`config.mk`:
```
export PLATFORM = sky130hd
export DESIGN_NAME = sot_ctrl
export DESIGN_NICKNAME = d
export VERILOG_FILES = /design/src/rtl/sot_pkg.sv /design/src/rtl/sot_ctrl.sv
export SDC_FILE = /design/constraint.sdc
export NUM_CORES = 1
export LEC_CHECK = 0
export BUFFER_PORTS_ARGS = -buffer_cell sky130_fd_sc_hd__buf_4
export CAP_MARGIN = 15
export CORE_AREA = 2 2 39 41
export DETAILED_ROUTE_END_ITERATION = 16
export DIE_AREA = 0 0 41 43
export GPL_ROUTABILITY_DRIVEN = 1
export PLACE_DENSITY = 0.69
export SYNTH_ARGS = -nofsm -noshare
export SYNTH_HDL_FRONTEND = slang
export SYNTH_SLANG_ARGS = --single-unit
```
`constraint.sdc`:
```
create_clock -name clock -period 1.2 [get_ports clock]
set_clock_uncertainty 0.15 [all_clocks]
set_input_delay 0.12 -clock clock [delete_from_list [all_inputs] [get_ports clock]]
set_output_delay 0.12 -clock clock [all_outputs]
set_load 0.02 [all_outputs]
```
`src/rtl/sot_pkg.sv`:
```
package sot_pkg;

   // table geometry
   localparam int SLOTS    = 16;
   localparam int IDX_W    = (SLOTS > 1) ? $clog2(SLOTS) : 1;
   localparam int SLOT_W   = 4;
   localparam int CMP_W    = (IDX_W > SLOT_W) ? IDX_W : SLOT_W;
   localparam logic [IDX_W-1:0] LAST_IDX = IDX_W'(SLOTS - 1);

   // field widths
   localparam int COORD_W  = 24;
   localparam int RAD_W    = 24;
   localparam int SRAD_W   = 23;
   localparam int ENTRY_W  = 3 * COORD_W + SRAD_W;

   // cycles from the last table read to the final overlap flag
   localparam int DRAIN_CYCLES = 4;
   localparam int DRAIN_W      = $clog2(DRAIN_CYCLES);
   localparam logic [DRAIN_W-1:0] DRAIN_LAST = DRAIN_W'(DRAIN_CYCLES - 1);

   typedef enum logic [1:0] {
      ST_DONE       = 2'd0,
      ST_OVERLAP    = 2'd1,
      ST_NEG_RADIUS = 2'd2,
      ST_EMPTY      = 2'd3
   } status_type;

   typedef enum logic [2:0] {
      CS_IDLE,
      CS_DECIDE,
      CS_SCAN,
      CS_DRAIN,
      CS_RESP
   } ctl_state_type;

   typedef struct packed {
      logic             load;
      logic             scan_en;
      logic [IDX_W-1:0] scan_idx;
      logic             respond;
   } ctl_cmd_type;

   typedef struct packed {
      logic is_remove;
      logic neg_radius;
   } dp_status_type;

endpackage

```
`src/rtl/sot_ctrl.sv`:
```
module sot_ctrl (
   input  logic                  clock,
   input  logic                  reset,
   input  logic                  start,
   input  sot_pkg::dp_status_type dp_status,
   output sot_pkg::ctl_cmd_type  cmd,
   output logic                  busy
);
   import sot_pkg::*;

   ctl_state_type      state_ff, state_in;
   logic [IDX_W-1:0]   scan_cnt_ff, scan_cnt_in;
   logic [DRAIN_W-1:0] drain_cnt_ff, drain_cnt_in;

   // state and counters
   always_ff @(posedge clock) begin
      if (reset) begin
         state_ff     <= CS_IDLE;
         scan_cnt_ff  <= '0;
         drain_cnt_ff <= '0;
      end else begin
         state_ff     <= state_in;
         scan_cnt_ff  <= scan_cnt_in;
         drain_cnt_ff <= drain_cnt_in;
      end
   end

   // next state
   always_comb begin
      state_in     = state_ff;
      scan_cnt_in  = scan_cnt_ff;
      drain_cnt_in = drain_cnt_ff;
      unique case (state_ff)
         CS_IDLE: begin
            if (start) state_in = CS_DECIDE;
         end
         CS_DECIDE: begin
            scan_cnt_in  = '0;
            drain_cnt_in = '0;
            if (dp_status.is_remove || dp_status.neg_radius) state_in = CS_RESP;
            else state_in = CS_SCAN;
         end
         CS_SCAN: begin
            scan_cnt_in = scan_cnt_ff + 1'b1;
            if (scan_cnt_ff == LAST_IDX) state_in = CS_DRAIN;
         end
         CS_DRAIN: begin
            drain_cnt_in = drain_cnt_ff + 1'b1;
            if (drain_cnt_ff == DRAIN_LAST) state_in = CS_RESP;
         end
         CS_RESP: begin
            state_in = CS_IDLE;
         end
         default: state_in = CS_IDLE;
      endcase
   end

   // outputs
   always_comb begin
      cmd.load     = 1'b0;
      cmd.scan_en  = 1'b0;
      cmd.scan_idx = scan_cnt_ff;
      cmd.respond  = 1'b0;
      busy         = 1'b1;
      unique case (state_ff)
         CS_IDLE: begin
            busy     = 1'b0;
            cmd.load = start;
         end
         CS_DECIDE: ;
         CS_SCAN:   cmd.scan_en = 1'b1;
         CS_DRAIN:  ;
         CS_RESP:   cmd.respond = 1'b1;
         default:   ;
      endcase
   end

`ifndef SYNTHESIS
   a_resp_then_idle: assert property (@(posedge clock) disable iff (reset)
      (state_ff == CS_RESP) |=> (state_ff == CS_IDLE))
      else $error("response state not followed by idle");
   a_scan_from_zero: assert property (@(posedge clock) disable iff (reset)
      (state_ff == CS_DECIDE) |=> (scan_cnt_ff == '0))
      else $error("scan does not start at entry zero");
   a_drain_after_scan: assert property (@(posedge clock) disable iff (reset)
      (state_ff == CS_SCAN && scan_cnt_ff == LAST_IDX) |=> (state_ff == CS_DRAIN))
      else $error("scan did not end after last entry");
`endif

endmodule

```
==> metrics.txt <==
antenna-violating nets left 0; commonest cells after routing, fill and taps aside buf_4, nand2_1, a21oi_1, nor2_1, dfxtp_2; Final nets 96; routability cong. 0.783; root buffer cell clkbuf_4; final WL 1.23 mm; Area growth syn-to-layout 57.3%; die width 41 µm; Residual DRC 0; HPWL after detailed placement 818 µm; syn nets between 70 and 80; endpoints failing hold 0; TritonCTS clock tree yes; R2R Setup Slk -110 ps; Synth area leader dfxtp_1; die area 1760 µm²; required time worst endpoint a little over 900 ps; worst min path class input pin to register; CORE AREA roughly 1400 µm²; failing checks negative setup slack; Combinational Power Share 0.200; pin count of the biggest net entering global routing 11; maximum vdd drop 0.661 mV; Hold Path End state_ff[0]; Final Worst Setup Slack -289 ps; initial DRC count 12; switching share of power 0.274; Clock Latency Late Sink 270 ps; initial core utilization 0.352; Pre-antenna DRT Iters 4; largest cells by area after synthesis dfxtp_1, a21oi_1, nor2_1; # diodes 0; dpl ws -60.5 ps; Worst Min Path Start start; WL/cell 11.8 µm; CP max-delay cell or3_4; Leakage Power 0.000316 µW; clk slew on worst S/H paths 70 ps; number of antenna violations at the first check in global routing 0; final global-route overflow total 0; DR vias roughly 540; Hold WS 8.46 ps; vias in the first global route 496; top-area cell type share of the netlist area 0.370; outcome finished with violations; RR Endpoint scan_cnt_ff[3]; Sequential Power Share 0.453; min Tclk post-route 1490 ps; Die Y ~43 µm; Crit Path Category register to primary output; IO Count 13; first-pass GRT wire length 2.09 mm; Startpoint Class register; Worst slew margin 0.836; Post-Syn Instances 66; share of layout cells above drive strength 1 0.534; Int Power between 500 and 600 µW; sequential share of the synthesized area 0.370; RSZ-0062 raised after global routing true; total CTS buffers 3; r2r startpoint state_ff[2]; achievable frequency 672 MHz; num rows 14; WHS Path Cells 3; vias per cell 5.17; Worst Tran Pin Value 244 ps; clock sink total 9; Tcrit/Tclk final 1.24; clock buffer depth 2; Critical Path Sink Type primary output; PwrDens 906 nW/µm²; H-Tree Depth 1; crit-path max cell delay 400 ps; Critical Path AT around 1200 ps; clock power share 0.346; Syn. warnings 0; post-synthesis instance area 487 µm²; mean post-synth cell area about 7.4 µm²; Port Buffers 12; switching power 190 µW; utilization after layout 0.553; crit path cell chain or3_4 > nor2_4 > buf_6; Max-cap violations 0; cells on worst reg2reg path 5; total track usage 0.176; Synth Register Bits 9; Final Setup Violations 9; Critical Path Fanout Max 2; Slew Viols, Final 0; most common cell after layout, fill and taps aside buf_4; synth unique cells 26
layout make-up:
class | count | area, µm²
Fill cell | 128 | 618
Tap cell | 16 | 20.0
Clock buffer | 4 | 26.3
Timing Repair Buffer | 22 | 175
Sequential cell | 9 | 193
Inverter | 3 | 11.3
Multi-Input combinational cell | 50 | 340
metrics by stage:
stage          area [µm²]  std cells  power, µW  setup TNS (ps)
6_report              766        104        694           -1270
5_1_grt               766        104        737           -1810
4_1_cts               737        104        684           -1210
3_5_place_dp          643         97        436            -132
3_3_place_gp          643         97        434           -73.0
2_1_floorplan         510         66        393           -77.6
repair_timing:
item,in CTS,in global routing
gates resized for setup,14,9
pin swaps,7,2
hold buffers,1,0
endpoints found under the setup margin,9,13
setup buffers,2,0
endpoints found under the hold margin,9,0
registers in the layout, indices dropped and copies added, names as in the netlist:
register      count
drain_cnt_ff      2
scan_cnt_ff       4
state_ff          3
worst max-delay path: cells and delay by family, from the launching register on:
kind	cells	cell delay, ps
buf+inv	1	120
flops	1	340
simple gates	2	490
synthesized netlist by cell type (all sizes together):
cell type	instances
a21o	1
nor3b	2
inv	3
nand3	1
o221ai	1
nor4	2
or3	1
or2	1
buf	4
nand2b	3
o21ai	5
nor2b	1
nor3	2
and2	1
o22ai	1
a22oi	1
ha	2
and3	1
nand2	7
nor2	8
dfxtp	9
a21oi	9
power by group through the flow:
| stage | Clock [µW] | Sequential (µW) | Combinational [µW] |
|---|---|---|---|
| after global placement | 0 | 321 | 113 |
| after floorplan | 0 | 317 | 75.2 |
| after global routing | 269 | 315 | 153 |
| after detailed placement | 0 | 322 | 113 |
| after CTS | 236 | 315 | 134 |
| final | 240 | 315 | 139 |
worst max path at each step:
stage / depth (start not counted) / slack, ps / endpoint / start
6_report: 3 / -290 / cmd[6] / state_ff[2]
5_1_grt: 3 / -340 / cmd[6] / state_ff[2]
4_1_cts: 3 / -280 / cmd[6] / state_ff[2]
3_5_place_dp: 3 / -60 / cmd[6] / state_ff[0]
3_3_place_gp: 3 / -40 / cmd[6] / state_ff[2]
2_1_floorplan: 3 / -80 / cmd[6] / state_ff[0]
cell families (layout without fill, tap and decap cells):
logic type	after synthesis	in the layout	synth area share
AND/OR/NAND/NOR	30	30	0.306
AO/OA/AOI/OAI	18	18	0.206
flip-flops	9	9	0.370
buffers and inverters	7	29	0.0668
adder cells (fa/ha/maj)	2	2	0.0514
routing by layer:
| metal | wire length, µm | vias to the layer above | GRT usage |
|---|---|---|---|
| met4 | 31 | 0 | 0.0800 |
| li1 | - | 274 | - |
| met1 | 542 | 247 | 0.210 |
| met5 | 0 | - | 0 |
| met3 | 61 | 4 | 0.0628 |
| met2 | 596 | 13 | 0.269 |
No activity file was read; power rests on OpenSTA's default activity.
